$ cat src/pcf_pkg.sv
// shared types and constants for the polyphase complex fir filter
`timescale 1ns / 1ps
`default_nettype none
package pcf_pkg;
  localparam int TAPS = 64;
  localparam int SAMPLE_WIDTH = 16;
  localparam int COEFF_WIDTH = 16;
  localparam int ACC_WIDTH = 52;
  localparam int OUT_WIDTH = 16;
  localparam int MAX_RATE = 16;
  localparam int TAP_BITS = $clog2(TAPS);
  localparam int RATE_BITS = $clog2(MAX_RATE + 1);
  localparam int PROD_WIDTH = SAMPLE_WIDTH + COEFF_WIDTH;

  localparam logic CMD_SAMPLE = 1'b0;
  localparam logic CMD_COEFF = 1'b1;

  localparam logic [1:0] REG_RATE = 2'd0;
  localparam logic [1:0] REG_TAPS = 2'd1;
  localparam logic [1:0] REG_SHIFT = 2'd2;

  // one queued job for the back end
  typedef struct packed {
    logic [RATE_BITS-1:0] phases;
    logic [RATE_BITS-1:0] step;
  } job_t;

  function automatic logic signed [OUT_WIDTH-1:0] finish(
      input logic signed [ACC_WIDTH-1:0] acc, input logic [5:0] s);
    logic signed [ACC_WIDTH:0] q;
    logic signed [ACC_WIDTH:0] omax;
    logic signed [ACC_WIDTH:0] omin;
    logic rb;
    begin
      q = (ACC_WIDTH + 1)'(acc >>> s);
      rb = (s == 6'd0) ? 1'b0 : ((s - 6'd1) >= 6'(ACC_WIDTH) ? acc[ACC_WIDTH-1]
                                 : acc[s - 6'd1]);
      q = q + (ACC_WIDTH + 1)'(rb);
      omax = (ACC_WIDTH + 1)'((64'sd1 <<< (OUT_WIDTH - 1)) - 64'sd1);
      omin = -omax - 1;
      if (q > omax) q = omax;
      if (q < omin) q = omin;
      finish = q[OUT_WIDTH-1:0];
    end
  endfunction
endpackage
`default_nettype wire

$ cat src/pcf_back.sv
// back end: multiply-accumulate sequencer over phases and taps
`timescale 1ns / 1ps
`default_nettype none
module pcf_back (
  input  wire logic                       clk,
  input  wire logic                       rst,
  input  wire logic                       q_valid,
  input  wire pcf_pkg::job_t              q_job,
  output logic                            q_pop,
  output logic                            busy,
  input  wire logic [6:0]                 tap_count,
  input  wire logic [5:0]                 output_shift,
  output logic [pcf_pkg::TAP_BITS-1:0]    c_addr,
  output logic [pcf_pkg::TAP_BITS-1:0]    d_addr,
  input  wire logic [pcf_pkg::COEFF_WIDTH-1:0] c_data,
  input  wire logic [2*pcf_pkg::SAMPLE_WIDTH-1:0] d_data,
  output logic                            m_valid,
  input  wire logic                       m_ready,
  output logic [2*pcf_pkg::OUT_WIDTH:0]   m_data
);
  import pcf_pkg::*;
  localparam logic [1:0] S_IDLE = 2'd0;
  localparam logic [1:0] S_RUN = 2'd1;
  localparam logic [1:0] S_DRAIN = 2'd2;
  localparam logic [1:0] S_OUT = 2'd3;

  logic [1:0] state;
  job_t job;
  logic [RATE_BITS-1:0] phase;
  logic [TAP_BITS:0] idx;
  logic [TAP_BITS:0] k;
  logic [TAP_BITS:0] n;
  logic rd_v, mul_v;
  logic signed [PROD_WIDTH-1:0] p_re, p_im;
  logic signed [ACC_WIDTH-1:0] acc_re, acc_im;
  logic last_phase;

  function automatic logic signed [ACC_WIDTH-1:0] sat_add(
      input logic signed [ACC_WIDTH-1:0] a, input logic signed [PROD_WIDTH-1:0] b);
    logic signed [ACC_WIDTH+PROD_WIDTH:0] s;
    logic signed [ACC_WIDTH+PROD_WIDTH:0] mx;
    begin
      s = (ACC_WIDTH + PROD_WIDTH + 1)'(a) + (ACC_WIDTH + PROD_WIDTH + 1)'(b);
      mx = (ACC_WIDTH + PROD_WIDTH + 1)'({1'b0, {(ACC_WIDTH-1){1'b1}}});
      if (s > mx) s = mx;
      if (s < -mx - 1) s = -mx - 1;
      sat_add = s[ACC_WIDTH-1:0];
    end
  endfunction

  assign n = (tap_count > 7'(TAPS)) ? (TAP_BITS+1)'(TAPS) : (TAP_BITS+1)'(tap_count);
  assign c_addr = idx[TAP_BITS-1:0];
  assign d_addr = k[TAP_BITS-1:0];
  assign busy = state != S_IDLE || q_valid;
  assign q_pop = state == S_IDLE && q_valid;
  assign last_phase = 5'(phase) + 5'd1 >= 5'(job.phases);
  assign m_valid = state == S_OUT;

  always_ff @(posedge clk) begin
    if (rst) begin
      state <= S_IDLE;
      rd_v <= 1'b0;
      mul_v <= 1'b0;
    end else begin
      mul_v <= rd_v;
      rd_v <= 1'b0;
      if (mul_v && state != S_IDLE) begin
        acc_re <= sat_add(acc_re, p_re);
        acc_im <= sat_add(acc_im, p_im);
      end
      case (state)
        S_IDLE: begin
          if (q_valid) begin
            job <= q_job;
            phase <= '0;
            idx <= '0;
            k <= '0;
            acc_re <= '0;
            acc_im <= '0;
            state <= S_RUN;
          end
        end
        S_RUN: begin
          if (idx < n) begin
            rd_v <= 1'b1;
            idx <= idx + (TAP_BITS+1)'(job.step);
            k <= k + 1'b1;
          end else begin
            state <= S_DRAIN;
          end
        end
        S_DRAIN: begin
          if (!rd_v && !mul_v) begin
            m_data <= {last_phase, finish(acc_im, output_shift),
                       finish(acc_re, output_shift)};
            state <= S_OUT;
          end
        end
        S_OUT: begin
          if (m_ready) begin
            acc_re <= '0;
            acc_im <= '0;
            k <= '0;
            idx <= (TAP_BITS+1)'(phase) + 1'b1;
            phase <= phase + 1'b1;
            state <= last_phase ? S_IDLE : S_RUN;
          end
        end
        default: state <= S_IDLE;
      endcase
    end
  end

  always_ff @(posedge clk) begin
    p_re <= PROD_WIDTH'(signed'(d_data[SAMPLE_WIDTH-1:0])) *
            PROD_WIDTH'(signed'(c_data));
    p_im <= PROD_WIDTH'(signed'(d_data[2*SAMPLE_WIDTH-1:SAMPLE_WIDTH])) *
            PROD_WIDTH'(signed'(c_data));
  end

  a_pop_idle: assert property (@(posedge clk) disable iff (rst) q_pop |=> state == S_RUN)
    else $error("job pop did not start run");
  a_out_hold: assert property (@(posedge clk) disable iff (rst)
      m_valid && !m_ready |=> m_valid && $stable(m_data))
    else $error("result changed while stalled");
  a_no_mul_out: assert property (@(posedge clk) disable iff (rst) m_valid |-> !mul_v)
    else $error("product pending during output");
endmodule
`default_nettype wire

$ cat config.mk
export PLATFORM = sky130hd
export DESIGN_NAME = pcf_back
export DESIGN_NICKNAME = d
export VERILOG_FILES = /design/src/pcf_pkg.sv /design/src/pcf_back.sv
export SDC_FILE = /design/constraint.sdc
export NUM_CORES = 2
export LEC_CHECK = 0
export BUFFER_PORTS_ARGS = -buffer_cell sky130_fd_sc_hd__buf_2
export CAP_MARGIN = 30
export CORE_ASPECT_RATIO = 1.75
export CORE_UTILIZATION = 52
export DETAILED_ROUTE_END_ITERATION = 7
export GPL_TIMING_DRIVEN = 0
export PLACE_DENSITY = 0.76
export SLEW_MARGIN = 20
export SYNTH_ARGS = -nofsm -noshare
export SYNTH_HDL_FRONTEND = slang
export SYNTH_SLANG_ARGS = --single-unit
$ cat constraint.sdc
create_clock -name clk -period 9.05 [get_ports clk]
set_input_delay 1.3575 -clock clk [delete_from_list [all_inputs] [get_ports clk]]
set_output_delay 1.3575 -clock clk [all_outputs]
set_load 0.03 [all_outputs]
* Word-level counts from Yosys, hierarchy flattened
Cells that the tools add are included.
Cells by class: magnitude comparators 13, eq/ne operators 8, multipliers 2, multiplexer cells 50, bitwise operators 2, shifts and indexed selects 2, reduce and logical (&&, ||, !) cells 17, add/sub/neg operators 9
Operators by type and width (number):
- $mux W85 | 6
- $mux W53 | 8
- $mux W52 | 8
- $pmux W52 S2 | 2
- $lt A85 B52 Y1 const B | 2
- $add A52 B32 Y53 | 2
- $add A53 B1 Y53 | 2
- $gt A53 B16 Y1 const B | 2
- $gt A53 B52 Y1 const B | 2
- $lt A53 B16 Y1 const B | 2
- $sshr A52 B6 Y53 | 2
- $mul A16 B16 Y32 | 2
- $mux W7 | 6
- $pmux W7 S3 | 2
- $bmux W1 S6 | 2
- $mux W5 | 2
- $pmux W5 S2 | 1
- $mux W1 | 8
- $mux W2 | 4
- $ne A2 B2 Y1 const B | 4
- $pmux W2 S4 | 1
- $reduce_and A4 Y1 | 2
- $add A7 B1 Y7 const B | 1
- $add A7 B5 Y7 | 1
- other kinds (22) | 29
Storage, ports and cells: word-level logic and storage cells 118, output and inout bits 48, input bits 75, register bits 234

* Longest topological paths before layout
word-level depth 12, depth in mapped cells 33, depth with buffers taken out 26

* Worst setup path after synthesis
Ideal clock, no wire load.
path type input port to flip-flop, start in output_shift[1], end reg m_data[20] in the netlist's numbering, data pin, path slack 0.894 ns, data arrival time 8.011 ns, library setup time 0.145 ns, required time 8.905 ns, stages 30, path through bufbuf_8 buf_4 buf_6 buf_4 buf_4 clkbuf_1 inv_1 ha_1 clkbuf_1 clkbuf_1 mux4_2 mux4_2 a21oi_1 nor2_1 a21oi_1 a21oi_1 ha_1 inv_1 a2111oi_1 nand3b_1 nor4_2 nor2b_1 nand3_1 xnor2_1 or4_1 nor4_1 nand4_1 and2_1 clkbuf_1 o21ai_1
Between the ends: word-level cells in the longest chain between the ends 12, elaborated cells between the ends (all ways) 15
Ends and longest elaborated chain:
- from (decl) | RTL line pcf_back.sv:12 | input wire logic [5:0] output_shift,
- $sub A6 B1 Y6 | RTL line pcf_pkg.sv:36, pcf_pkg.sv:37
- $bmux W1 S6 | RTL line pcf_pkg.sv:37 | : acc[s - 6'd1]);
- $mux W1 (implied by the code) | RTL line pcf_pkg.sv:37
- $mux W1 (2 in a row) | RTL line pcf_pkg.sv:36 | rb = (s == 6'd0) ? 1'b0 : ((s - 6'd1) >= 6'(ACC_WIDTH) ? acc[ACC_WIDTH-1]
- $add A53 B1 Y53 * | RTL line pcf_pkg.sv:38 | q = q + (ACC_WIDTH + 1)'(rb);
- $gt A53 B16 Y1 | RTL line pcf_pkg.sv:41 | if (q > omax) q = omax;
- $mux W53 * | RTL line pcf_pkg.sv:41
- $mux W53 * | RTL line pcf_back.sv:93 | if (!rd_v && !mul_v) begin
- $mux W53 * | RTL line pcf_back.sv:71 | case (state)
- $mux W53 * | RTL line pcf_back.sv:60 | if (rst) begin
- $lt A53 B16 Y1 | RTL line pcf_pkg.sv:42 | if (q < omin) q = omin;
- to (signal assigned) | RTL line pcf_back.sv:94 | m_data <= {last_phase, finish(acc_im, output_shift),
- to (decl) | RTL line pcf_back.sv:19 | output logic [2*pcf_pkg::OUT_WIDTH:0] m_data
Mark *: on every way between the ends. The rest lies on a longest branch, timed or not. The select of a mux whose other input is x is not followed. A chain may end at the register's enable or synchronous reset.

* Worst setup path after layout
start in output_shift[5], end reg m_data[22] in the netlist's numbering, data pin
Same word-level chain as after synthesis.

==> reports/qor.csv <==
stage,metric,value,unit
outcome,outcome,finished clean,
power_and_ir_drop,seqPwrFrac,0.108,
clock_network,cts_buffers,23,
synthesis,ys_seq_area_frac,0.139,
setup_path,path_class,in2reg,
synthesis,avgSynthCellArea,9.19,µm²
setup_path,crit_path_end_kind,flop,
sta,relSlewSlack,0.260,
synthesis,yosysTopAreaCellShare,0.233,
synthesis,ys_ff_latch,233,
route,ant_nets,0,
min_path,hp-class,reg2reg,
min_path,hp-start,rd_v$_SDFF_PP0_,
setup_path,critPathArrivalTime,9220,ps
run,drv_cap,0,
sta,finalCriticalPeriod,8780,ps
synthesis,synth_area_leaders,"fa_1 23%, edfxtp_1 11%, mux4_2 8.9%, ha_1 8.2%, inv_1 4.9%",
sta,clock_skew,22.1,ps
finish,layout.nets,5988,
die,start_util,0.527,
global_routing,antenna_found_initial,12,
route,met1_length,53.5,mm
setup_path,cp_max_fo,10,
finish,num-fill-cells,7872,
global_routing,grt_pass1_vias,42900,
setup_path,startpoint_type,primary input,
route,drc,0,
clock_network,h-tree-depth,1,
die,fp.dieArea,88400,µm²
sta,worst_pin_slew,1100,ps
route,first_pass_iters,8,
power_and_ir_drop,total_power,22.3,mW
route,drt-initial-drc-count,3531,
sta,fin_setup_tns,0,ps
power_and_ir_drop,p_int,10.4,mW
clock_network,clock-sinks,233,
power_and_ir_drop,power_density,460,nW/µm²
synthesis,yosysWarningCount,0,
setup_path,r2r-start,acc_im[49]$_DFFE_PN_,
sta,finalCritPeriodShare,0.970,
finish,areaGrowthSynthToFinish,6.92,%
route,routed.top_layer,met5,
route,vias_per_cell,6.48,
global_routing,grt_usage,0.415,
sta,fmax,114,MHz
synthesis,synth_top_cells_by_count,"597 x inv_1, 535 x nand2_1, 527 x fa_1",
min_path,min_to,mul_v$_SDFF_PP0_,
route,num_vias,40600,
placed_design,gp_congestion,1.10,
sta,maxSlewViolCount,0,
placed_design,port_buffers,116,
sta,hold_viol,0,
sta,rsz0062_at_grt,no,
setup_path,rrSetupSlack,2150,ps
route,finalWirelength,177,mm
die,core-area,86000,µm²
clock_network,clockRootBuffer,clkbuf_16,
synthesis,synth_flop_cell,edfxtp_1,
power_and_ir_drop,clkPwrFrac,0.045,
power_and_ir_drop,ir_worst_vdd,0.000885,V
synthesis,synthCells,4932,
finish,fin_util,0.564,
die,rows,142,
setup_path,worstRegToRegCells,18,
route,wire_per_inst,28.2,µm
clock_network,cts_buffer_depth,3,
route,wl_met3,13.5,mm
die,die_x,225,µm
power_and_ir_drop,pwr-share-comb,0.847,
setup_path,cp.required,9490,ps
synthesis,synth_top_area_cell,fa_1,
global_routing,overflow,0,
clock_network,clock_latency,600,ps
synthesis,synthArstFlopShare,0,
finish,drive_gt1_frac,0.108,
die,num_io_pins,123,
clock_network,cts.clk_slew.worst_paths,60,ps
global_routing,grt_pass1_wl,267,mm
placed_design,place_hpwl,143,mm
sta,setup_violations,0,
die,die_h,393,µm
synthesis,synth_fp_nets,5830,
global_routing,grt_max_degree,77,
synthesis,synth_most_common_cell,inv_1,
route,wl_met2,86.9,mm
synthesis,syn-cell-area,45300,µm²
power_and_ir_drop,leakage,21.1,nW
min_path,holdPathStages,1,
synthesis,synth_edf_count,165,
synthesis,yosys.cell_types.count,99,
setup_path,rr_endpoint,m_data[22]$_SDFFCE_PP0P_,
clock_network,cts_tree,yes,
power_and_ir_drop,p_switching,11.8,mW
clock_network,ctsHoldBuffers,0,
power_and_ir_drop,netSwitchingFraction,0.531,
==> layout by cell type (no fill, tap or decap), types with 179 or more instances in the layout <==
cell / count
clkbuf_1: 181
nand2_1: 535
ha_1: 296
and2_1: 246
mux4_2: 179
a21oi_1: 263
fa_1: 527
nor2_1: 256
o21ai_0: 208
inv_1: 596
==> through the flow <==
stage | area, µm² | hold slack [ps] | setup WS (ps) | std cells
2_1_floorplan | 45300 | 456 | 894 | 4932
5_1_grt | 48500 | 518 | 9.06 | 6260
4_1_cts | 48300 | 497 | 32.2 | 6255
6_report | 48500 | 498 | 273 | 6267
3_5_place_dp | 47500 | 485 | -2770 | 6216
3_3_place_gp | 47400 | 465 | -3020 | 6200
==> worst max-delay path, cell delays in order <==
cell             delay, ps
buf_2                  130
clkbuf_1               410
clkbuf_1               540
buf_1                  670
clkdlybuf4s15_1        740
clkbuf_1               730
a21oi_1                350
nor3b_1                880
nand4b_1               240
nor4b_1                500
and2_1                 190
clkbuf_1               250
a311oi_1               160
nor3_1                 490
nand4_1                150
nor4_1                 420
nand4_1                310
and2_1                 270
clkbuf_1               210
o21ai_1                180
==> cell type report <==
class	count	area, µm²	share of cell area
Buffer	253	1170	0.0242
Timing Repair Buffer	143	840	0.0173
Tap cell	1152	1440	0.0297
Clock buffer	31	606	0.0125
Multi-Input combinational cell	3831	35700	0.736
Clock inverter	11	115	0.00237
Inverter	605	2280	0.0470
Antenna cell	8	20.0	0.000413
Sequential cell	233	6320	0.130
==> flip-flops by register name, summed over array words and instances, names as in the netlist <==
signal  flops
idx         7
state       2
p_im       32
acc_im     52
mul_v       1
acc_re     52
m_data     33
job        10
phase       5
k           6
p_re       32
rd_v        1
==> routing by layer <==
metal	vias up	global-route usage
met5	-	0.00679
met4	12	0.432
met3	1095	0.110
met2	2304	0.712
met1	19800	0.383
li1	17400	-
==> repair_timing <==
action,in CTS,in global routing
gates cloned,0,0
pin swaps,1,1
resized for setup,18,18
endpoints found under the setup margin,30,30
setup buffers,1,1
==> logic make-up (layout without fill, tap and decap cells) <==
kind of cell | after synthesis | count (layout) | share of synthesized area
AND/OR/NAND/NOR | 1454 | 1454 | 0.157
other | 0 | 8 | 0
flip-flops | 233 | 233 | 0.139
buffers and inverters | 868 | 1043 | 0.0754
AO/OA/AOI/OAI | 954 | 954 | 0.136
multiplexers | 312 | 312 | 0.121
XOR/XNOR | 237 | 237 | 0.0458
adder cells (fa/ha/maj) | 874 | 874 | 0.326
==> power groups by stage <==
stage          combinational (mW)  sequential, mW  clock (mW)
4_1_cts                      18.7            2.36        1.01
2_1_floorplan                14.2            2.16           0
5_1_grt                      21.0            2.42        1.04
3_5_place_dp                 18.6            2.38           0
3_3_place_gp                 18.2            2.38           0
6_report                     18.9            2.40        1.01
==> worst max-delay path by stage <==
stage / to / cells past startpoint / from
2_1_floorplan: m_data[20]$_SDFFCE_PP0P_ / 30 / output_shift[1]
3_3_place_gp: m_data[21]$_SDFFCE_PP0P_ / 27 / output_shift[3]
3_5_place_dp: m_data[21]$_SDFFCE_PP0P_ / 28 / output_shift[0]
4_1_cts: m_data[22]$_SDFFCE_PP0P_ / 29 / output_shift[0]
5_1_grt: m_data[25]$_SDFFCE_PP0P_ / 30 / output_shift[1]
6_report: m_data[22]$_SDFFCE_PP0P_ / 20 / output_shift[5]
Power figures use the tool's default switching activity.
