File: src/pcf_pkg.sv
// shared types and constants for the polyphase complex fir filter
`timescale 1ns / 1ps
`default_nettype none
package pcf_pkg;
  localparam int TAPS = 64;
  localparam int SAMPLE_WIDTH = 16;
  localparam int COEFF_WIDTH = 16;
  localparam int ACC_WIDTH = 52;
  localparam int OUT_WIDTH = 16;
  localparam int MAX_RATE = 16;
  localparam int TAP_BITS = $clog2(TAPS);
  localparam int RATE_BITS = $clog2(MAX_RATE + 1);
  localparam int PROD_WIDTH = SAMPLE_WIDTH + COEFF_WIDTH;

  localparam logic CMD_SAMPLE = 1'b0;
  localparam logic CMD_COEFF = 1'b1;

  localparam logic [1:0] REG_RATE = 2'd0;
  localparam logic [1:0] REG_TAPS = 2'd1;
  localparam logic [1:0] REG_SHIFT = 2'd2;

  // one queued job for the back end
  typedef struct packed {
    logic [RATE_BITS-1:0] phases;
    logic [RATE_BITS-1:0] step;
  } job_t;

  function automatic logic signed [OUT_WIDTH-1:0] finish(
      input logic signed [ACC_WIDTH-1:0] acc, input logic [5:0] s);
    logic signed [ACC_WIDTH:0] q;
    logic signed [ACC_WIDTH:0] omax;
    logic signed [ACC_WIDTH:0] omin;
    logic rb;
    begin
      q = (ACC_WIDTH + 1)'(acc >>> s);
      rb = (s == 6'd0) ? 1'b0 : ((s - 6'd1) >= 6'(ACC_WIDTH) ? acc[ACC_WIDTH-1]
                                 : acc[s - 6'd1]);
      q = q + (ACC_WIDTH + 1)'(rb);
      omax = (ACC_WIDTH + 1)'((64'sd1 <<< (OUT_WIDTH - 1)) - 64'sd1);
      omin = -omax - 1;
      if (q > omax) q = omax;
      if (q < omin) q = omin;
      finish = q[OUT_WIDTH-1:0];
    end
  endfunction
endpackage
`default_nettype wire

File: src/pcf_front.sv
// front end: coefficient and delay writes, job classification
`timescale 1ns / 1ps
`default_nettype none
module pcf_front (
  input  wire logic                          clk,
  input  wire logic                          rst,
  input  wire logic                          in_valid,
  output logic                               in_ready,
  input  wire logic                          cmd,
  input  wire logic                          back_busy,
  input  wire logic                          q_full,
  output logic                               q_push,
  output pcf_pkg::job_t                      q_job,
  output logic                               coef_we,
  output logic                               dly_we,
  input  wire logic signed [5:0]             rate_change
);
  import pcf_pkg::*;
  logic [4:0] decimation_count;
  logic signed [6:0] r;
  logic [RATE_BITS-1:0] mag;
  logic accept;
  logic is_dec;
  logic fire;

  // delay memory is rewritten while back end reads it, so a sample waits for idle
  assign in_ready = !q_full && !back_busy;
  assign accept = in_valid && in_ready;
  assign coef_we = accept && cmd == CMD_COEFF;
  assign dly_we = accept && cmd == CMD_SAMPLE;

  always_comb begin
    r = 7'(rate_change);
    if (r > 7'(MAX_RATE)) r = 7'(MAX_RATE);
    if (r < -7'(MAX_RATE)) r = -7'(MAX_RATE);
    mag = (r < 0) ? RATE_BITS'(-r) : RATE_BITS'(r);
    is_dec = r < -7'sd1;
    fire = !is_dec || (5'(decimation_count + 5'd1) >= 5'(mag)) ||
           (decimation_count == 5'd31);
    q_job.phases = (r > 7'sd1) ? mag : RATE_BITS'(1);
    q_job.step = (r > 7'sd1) ? mag : RATE_BITS'(1);
  end
  assign q_push = dly_we && fire;

  always_ff @(posedge clk) begin
    if (rst) begin
      decimation_count <= '0;
    end else if (dly_we) begin
      decimation_count <= (is_dec && !fire) ? decimation_count + 5'd1 : 5'd0;
    end
  end
endmodule
`default_nettype wire

File: config.mk
export PLATFORM = sky130hd
export DESIGN_NAME = pcf_front
export DESIGN_NICKNAME = d
export VERILOG_FILES = /design/src/pcf_pkg.sv /design/src/pcf_front.sv
export SDC_FILE = /design/constraint.sdc
export NUM_CORES = 1
export LEC_CHECK = 0
export ABC_AREA = 1
export BUFFER_PORTS_ARGS = -buffer_cell sky130_fd_sc_hd__buf_4
export CAP_MARGIN = 10
export CORE_MARGIN = 2
export CORE_UTILIZATION = 40
export CTS_CLUSTER_SIZE = 25
export DETAILED_ROUTE_END_ITERATION = 10
export PLACE_DENSITY_LB_ADDON = 0.1
export SLEW_MARGIN = 20
export SYNTH_ARGS = -nofsm -noshare
export SYNTH_HDL_FRONTEND = slang
export SYNTH_SLANG_ARGS = --single-unit
File: constraint.sdc
create_clock -name clk -period 2.5 [get_ports clk]
set_input_delay 0.125 -clock clk [delete_from_list [all_inputs] [get_ports clk]]
set_output_delay 0.125 -clock clk [all_outputs]
set_load 0.05 [all_outputs]
==> Word-level counts from Yosys, hierarchy flattened <==
Cells that the tools add are included.
{ "word_totals": {"ff_bits": 5, "input_bits": 12, "elab_cells": 28, "output_inout_bits": 14} }
{ "classes": {"n_lt_le_gt_ge": 6, "addsub": 2, "n_reduce_logical": 12, "bitwise": 1, "n_eq_ne": 1, "mux": 5} }
{ "ops": {"columns": ["cell", "n"], "rows": [
  ["two-way mux 5 bit", 3],
  ["< comparator 7 x 1 -> 1 bit (second input constant)", 2],
  ["two-way mux 7 bit", 2],
  ["> comparator 7 x 2 -> 1 bit (second input constant)", 1],
  ["< comparator 7 x 5 -> 1 bit (second input constant)", 1],
  ["> comparator 6 bit (second input constant)", 1],
  ["logical AND 1 bit", 6],
  ["adder 5 x 1 -> 5 bit (second input constant)", 1],
  ["== test 5 bit (second input constant)", 1],
  ["greater-or-equal comparator 5 bit", 1],
  ["negator 5 bit", 1],
  ["logical NOT 1 bit", 4],
  ["logical OR 1 bit", 2],
  ["NOT 1 bit", 1]
]} }

==> Longest topological paths before layout <==
Gate-level depths: netlist of run 1.
{ "depth": {"word_depth": 12, "depth_mapped": 16, "mapped_depth_nobuf": 16} }

==> Least setup slack after synthesis of run 1 <==
No wires, ideal clock.
{ "synth_timing": {"path_type": "input -> output", "from": "input rate_change[5]", "to": "output q_push", "path_buffers": 1, "cell_stages": 14, "t_required_ns": 2.375, "arrival_ns": 2.336, "slack_ns": 0.039, "cell_sequence": "buf_4 nor2_1 nand2_1 nand2_2 nand4_1 o21ai_0 inv_1 ha_1 nand2_1 inv_1 nand2_1 nand3_1 nand2_1 inv_1"} }
{ "synth_via": {"elab_chain_cells": 10, "elab_cells_between_ends": 13, "classes_between": "1 x add/sub; 5 x order compare; 3 x mux; 4 x reduce/logical"} }
{ "synth_rtl": {"columns": ["item", "line", "text"], "rows": [
  ["start: declaration", "pcf_front.sv:16", "input wire logic signed [5:0] rate_change"],
  ["> comparator 6 bit", "pcf_front.sv:34", "if (r > 7'(MAX_RATE)) r = 7'(MAX_RATE);"],
  ["two-way mux 7 bit (*)", "pcf_front.sv:34", null],
  ["< comparator 7 x 5 -> 1 bit", "pcf_front.sv:35", "if (r < -7'(MAX_RATE)) r = -7'(MAX_RATE);"],
  ["two-way mux 7 bit (*)", "pcf_front.sv:35", null],
  ["< comparator 7 x 1 -> 1 bit / negator 5 bit (equally long branches)", "pcf_front.sv:36", "mag = (r < 0) ? RATE_BITS'(-r) : RATE_BITS'(r);"],
  ["two-way mux 5 bit", "pcf_front.sv:36", null],
  ["greater-or-equal comparator 5 bit", "pcf_front.sv:38", "fire = !is_dec || (5'(decimation_count + 5'd1) >= 5'(mag)) ||"],
  ["logical OR 1 bit (*) (2 in a row)", "pcf_front.sv:38", null],
  ["logical AND 1 bit (*)", "pcf_front.sv:43", "assign q_push = dly_we && fire;"],
  ["end: declaration", "pcf_front.sv:12", "output logic q_push,"]
]} }
Mark *: on every way between the ends. The rest lies on a longest branch, timed or not.

==> Worst setup path after layout of run 1 <==
{ "layout_timing": {"from": "register decimation_count[0]", "to": "output q_push"} }
{ "layout_via": {"elab_chain_cells": 5, "elab_cells_between_ends": 6, "classes_between": "1 x add/sub; 1 x order compare; 1 x eq/ne; 3 x reduce/logical"} }
{ "layout_rtl": {"columns": ["item", "line", "text"], "rows": [
  ["start: declaration", "pcf_front.sv:19", "logic [4:0] decimation_count;"],
  ["start signal: assignment", "pcf_front.sv:49", "decimation_count <= (is_dec && !fire) ? decimation_count + 5'd1 : 5'd0;"],
  ["adder 5 x 1 -> 5 bit", "pcf_front.sv:38", null],
  ["greater-or-equal comparator 5 bit", "pcf_front.sv:38", null],
  ["logical OR 1 bit", "pcf_front.sv:38", null],
  ["logical OR 1 bit (*)", "pcf_front.sv:38", null],
  ["logical AND 1 bit (*)", "pcf_front.sv:43", null]
]} }
Marked as above.

==> results.py, run 1 <==
metrics = {
    "outcome": {
        "status": "finished, final reports clean",
    },
    "finish": {
        "final_cells": 142,
        "fin_util_pct": 55.6,
        "largest_register_ffs": 5,
        "insertedDiodeCount": 0,
        "nets": 148,
        "syn_to_final_growth_pct": 28.3,
        "reg.largest.list": "decimation_count (5)",
        "regMostFlops": "decimation_count",
        "final_common_cell": "buf_4",
        "final_cell_mix": "25 x buf_4, 19 x nor2_1, 19 x nand2_1",
        "drive_above_1_share_pct": 27.8,
    },
    "detailed_routing": {
        "drt_iter0_drc": 23,
        "vias_per_cell": 4.86,
        "detailroute.via_count": 690,
        "drt_wl_total_um": 1330,
        "drc": 0,
        "drt_first_pass_iters": 4,
        "antenna_left": 0,
        "wl_per_cell_um": 9.35,
    },
    "logic_synthesis": {
        "ys_warn_count": 0,
        "syn_inst": 103,
        "synth_area_leader_cell": "ha_1",
        "synth_top_area_share_pct": 16.9,
        "synth_area_leaders": "ha_1 17%, dfxtp_1 15%, nand2_1 11%",
        "synth_cell_types": 21,
        "syn_nets": 124,
        "synth-seq-cells": 5,
        "syn_area_per_cell_um2": 6.49,
        "yosysSeqAreaShare_pct": 15.0,
        "syn_area_um2": 668,
    },
    "floorplanning": {
        "die-area_um2": 2010,
        "design.core.area_um2": 1540,
        "num_rows": 14,
        "io_pins": 26,
        "start_util_pct": 43.3,
        "die_h_um": 44.9,
        "die_w_um": 44.9,
    },
    "setup_path": {
        "cp-startpoint": "decimation_count[0]",
        "worst-path-max-fanout": 4,
        "r2r_end": "decimation_count[1]",
        "rrSetupSlack_ns": 0.54,
        "crit_end": "q_push",
        "crit_arrival_ns": 2.17,
        "regToRegStartpoint": "decimation_count[0]",
        "crit_path_end_kind": "output pin",
        "path_class": "register to output pin",
        "start_kind": "register",
        "required_ns": 2.38,
        "ff2ff_path_depth": 11,
    },
    "global_routing": {
        "use_met1_pct": 19.5,
        "grt_usage_pct": 14.5,
        "grt_pass1_wl_um": 2180,
        "grtUsageMet3_pct": 6.00,
        "grt_max_degree": 14,
        "antenna_found_initial": 0,
        "grt_pass1_vias": 579,
        "use_met2_pct": 22.3,
        "overflow": 0,
        "top_usage_layer": "met2",
    },
    "pwr": {
        "irDropWorstVdd_mv": 0.402,
        "power_leakage_nw": 0.485,
        "powerDensity_nw_per_um2": 376,
        "p_total_uw": 322,
    },
    "clock_tree": {
        "cts_root_buf": "clkbuf_4",
        "h-tree-depth": 1,
        "clockBufferDepth": 2,
        "cts_made_buffers": 3,
        "clk_pin_slew_ns": 0.04,
        "clock_latency_ns": 0.24,
        "cts_tree": "yes",
        "cts_hold_buf": 0,
        "clock_sinks": 5,
        "cts_setup_buffers": 0,
        "ctsResizeCount": 0,
    },
    "sta": {
        "worst_slew_pin_slew_ns": 0.237,
        "setup_ws_ns": 0.206,
        "final_hold_viol_count": 0,
        "setup_viol": 0,
        "setup_tns_ns": 0,
        "period_share_pct": 91.8,
        "drv_slew": 0,
        "finalWorstPathRequiredPeriod_ns": 2.29,
        "finalClockSkew_ns": 0.00399,
        "clock.fmax_mhz": 436,
        "slew_headroom_pct": 84.1,
        "grt_setup_unrepaired": "false",
    },
    "job": {
        "max_cap_violations": 0,
    },
    "place": {
        "port_buffers": 25,
        "pre_cts_ws_ns": 0.284,
        "dp_cells": 138,
        "hpwlAfterDp_um": 1090,
        "gp_congestion": 0.781,
    },
    "worst_hold_path": {
        "hp-class": "primary input to register",
    },
}
cells in the mapped netlist (all sizes together):
library cell,n
nand2,22
nor2,21
inv,13
ha,9
buf,6
dfxtp,5
nand3,4
nand4,4
a21boi,3
a21oi,3
mux2i,3
o21ai,3
xor2,3
xnor2,2
and3,1
nor3,1
how the worst min path moves through the flow:
stage	start	end	slack, ns	cells after the start
floorplan	rst	decimation_count[0]	0.32	3
global placement	rst	decimation_count[3]	0.43	4
detailed placement	rst	decimation_count[0]	0.44	4
CTS	rst	decimation_count[3]	0.20	4
global route	rst	decimation_count[3]	0.23	4
finish	rst	decimation_count[3]	0.20	4
cell type report:
| class | instances | area, um2 |
|---|---|---|
| flip-flops and latches | 5 | 100 |
| fillers | 162 | 684 |
| inverters | 13 | 48.8 |
| repair buffers | 25 | 188 |
| clock buffers | 4 | 26.3 |
| multi-input cells | 79 | 474 |
| well taps | 16 | 20.0 |
layer usage:
layer	up-vias	part of all wire (%)	wire (um)
met5	-	0	0
met4	0	0	0
met3	0	8.9	118
met2	23	43	571
met1	292	48	638
li1	375	-	-
report_power, final:
| part | internal (mW) | switching, mW |
|---|---|---|
| Sequential | 0.0813 | 0.00131 |
| Clock | 0.0601 | 0.0301 |
| Combinational | 0.0530 | 0.0964 |
| Total | 0.194 | 0.128 |
stage by stage:
stage                     cell area [um2]  hold slack [ns]
after floorplan                       668            0.323
after global routing                  857            0.230
after CTS                             857            0.196
after global placement                831            0.433
final                                 857            0.195
after detailed placement              831            0.444
critical path: stages, from the launching register on:
cell and delay [ns]:
dfxtp_1 0.34, ha_1 0.23, and3_1 0.19, ha_1 0.30
ha_1 0.21, nor2_2 0.09, nand2_1 0.05, a21oi_1 0.11
nand3_1 0.08, nand2_1 0.09, inv_1 0.05, buf_4 0.18
cells by family after synthesis:
kind of cell	Yosys count	share of synthesized area, %
simple gates	53	35.2
buf+inv	19	14.0
compound gates	9	7.86
fa+ha+maj	9	16.9
xor+xnor	5	6.56
flops	5	15.0
mux	3	4.49
No activity file was read; power rests on OpenSTA's default activity.
==> inputs of run 2 (changes only) <==
- ABC_CLOCK_PERIOD_IN_PS: unset -> 2200
- GPL_TIMING_DRIVEN: unset -> 0
- clock period: 2.5 -> 2.2 ns (I/O delays scaled with it)
==> run 2 against run 1 <==
  * Power rose by 23%
  * Sequential share of layout area fell by 1.2 points
  * Die area did not move
  * Critical endpoint unchanged
  * Critical path type unchanged
  * Final area rose by 17%
  * Sequential power rose by 13%
  * Routed wire length rose by 17%
  * Clock-buffer cell count did not move
  * Register-to-register slack got worse by 0.22 ns
  * Flip-flop and latch count did not move
  * Clock power rose by 19%
  * Cell count rose by 5.6%
==> results.py, run 2 (same netlist as run 1, synthesis figures left out) <==
metrics = {
    "detailed_routing": {
        "drt_iter0_drc": 16,
        "vias_per_cell": 4.91,
        "wl_per_cell_um": 10.4,
        "antenna_left": 0,
        "detailroute.via_count": 737,
        "drt_first_pass_iters": 4,
        "drc": 0,
        "drt_wl_total_um": 1560,
    },
    "sta": {
        "whs_ns": 0.176,
        "worst_slew_pin_slew_ns": 0.249,
        "slew_headroom_pct": 83.3,
        "final_hold_viol_count": 0,
        "setup_ws_ns": 0.138,
        "finalClockSkew_ns": 0.00514,
        "setup_viol": 0,
        "setup_tns_ns": 0,
        "grt_setup_unrepaired": "false",
        "finalWorstPathRequiredPeriod_ns": 2.06,
        "period_share_pct": 93.7,
        "drv_slew": 0,
        "clock.fmax_mhz": 485,
    },
    "finish": {
        "final_cell_mix": "32 x buf_4, 18 x nor2_1, 16 x nand2_1",
        "largest_register_ffs": 5,
        "nets": 156,
        "fin_area_um2": 1000,
        "final_common_cell": "buf_4",
        "insertedDiodeCount": 0,
        "syn_to_final_growth_pct": 50.2,
        "final_cells": 150,
        "reg.largest.list": "decimation_count (5)",
        "regMostFlops": "decimation_count",
        "drive_above_1_share_pct": 44.8,
    },
    "floorplanning": {
        "io_pins": 26,
        "die_h_um": 44.9,
        "num_rows": 14,
        "die_w_um": 44.9,
        "design.core.area_um2": 1540,
        "die-area_um2": 2010,
        "start_util_pct": 43.3,
    },
    "clock_tree": {
        "cts_tree": "yes",
        "cts_root_buf": "clkbuf_4",
        "cts_made_buffers": 3,
        "clockBufferDepth": 2,
        "clock_sinks": 5,
        "clock_latency_ns": 0.24,
        "h-tree-depth": 1,
        "cts_hold_buf": 0,
        "clk_pin_slew_ns": 0.05,
    },
    "job": {
        "max_cap_violations": 0,
    },
    "global_routing": {
        "grt_pass1_wl_um": 2580,
        "overflow": 0,
        "grt_usage_pct": 17.2,
        "grt_max_degree": 11,
        "grt_pass1_vias": 639,
        "antenna_found_initial": 0,
    },
    "setup_path": {
        "worst-path-max-fanout": 4,
        "required_ns": 2.09,
        "crit_path_end_kind": "output pin",
        "start_kind": "register",
        "crit_arrival_ns": 1.95,
        "cp-startpoint": "decimation_count[0]",
        "regToRegStartpoint": "decimation_count[0]",
        "path_class": "register to output pin",
    },
    "place": {
        "pre_cts_ws_ns": 0.0599,
        "gp_congestion": 0.762,
        "dpl-instance-area_um2": 878,
        "dp_cells": 144,
        "hpwlAfterDp_um": 1150,
        "port_buffers": 25,
    },
    "worst_hold_path": {
        "hp-class": "primary input to register",
        "hold_start": "rst",
    },
    "outcome": {
        "status": "finished, final reports clean",
    },
    "pwr": {
        "irDropWorstVdd_mv": 0.356,
        "power_leakage_nw": 0.520,
        "powerDensity_nw_per_um2": 394,
    },
}
run 2: final cells by class:
| cell class | instances | area (um2) |
|---|---|---|
| Multi-Input combinational cell | 79 | 549 |
| Fill cell | 146 | 538 |
| Timing Repair Buffer | 27 | 206 |
| Sequential cell | 5 | 105 |
| Inverter | 13 | 51.3 |
| Buffer | 6 | 45.0 |
| Clock buffer | 4 | 26.3 |
| Tap cell | 16 | 20.0 |
run 2: stage by stage:
step	util [%]	total power, mW
final	65.1	0.395
after global routing	65.1	0.426
after CTS	61.4	0.390
after detailed placement	57.0	0.277
after global placement	57.0	0.274
after floorplan	-	0.223
run 2: critical path, cell delays in order, from the launching register on:
cell     delay (ns)
dfxtp_4        0.36
ha_4           0.16
and3_4         0.18
ha_4           0.25
ha_4           0.15
nor2_2         0.09
nand2_1        0.07
a21oi_2        0.11
nand3_2        0.09
nand2_2        0.08
inv_2          0.04
buf_6          0.14
run 2: repair_timing:
| action | 4_1_cts | 5_1_grt |
|---|---|---|
| endpoints found under the hold margin | 0 | 0 |
| pin swaps | 2 | 5 |
| buffers inserted | 1 | 1 |
| resized for setup | 7 | 14 |
| endpoints found under the setup margin | 1 | 1 |
run 2: worst paths after layout:
| kind | cells past startpoint | endpoint | slack (ns) |
|---|---|---|---|
| setup / recovery | 11 | q_push | 0.14 |
| hold / removal | 4 | decimation_count[4] | 0.18 |
| setup reg to reg | 12 | decimation_count[0] | 0.32 |
| hold reg to reg | 2 | decimation_count[1] | 0.55 |
run 2: metal layers:
metal	share of wire, %	vias to the layer above	track usage [%]	wire [um]
met5	0	-	0	0
met4	0.90	0	5.29	14
met3	6.2	2	6.00	97
met2	48	23	28.1	753
met1	44	319	21.2	690
li1	-	393	-	-
run 2: report_power, final:
| group | switching [mW] | total (mW) | internal [mW] |
|---|---|---|---|
| sequential | 0.00194 | 0.0936 | 0.0917 |
| combinational | 0.120 | 0.195 | 0.0754 |
| clock | 0.0382 | 0.107 | 0.0686 |
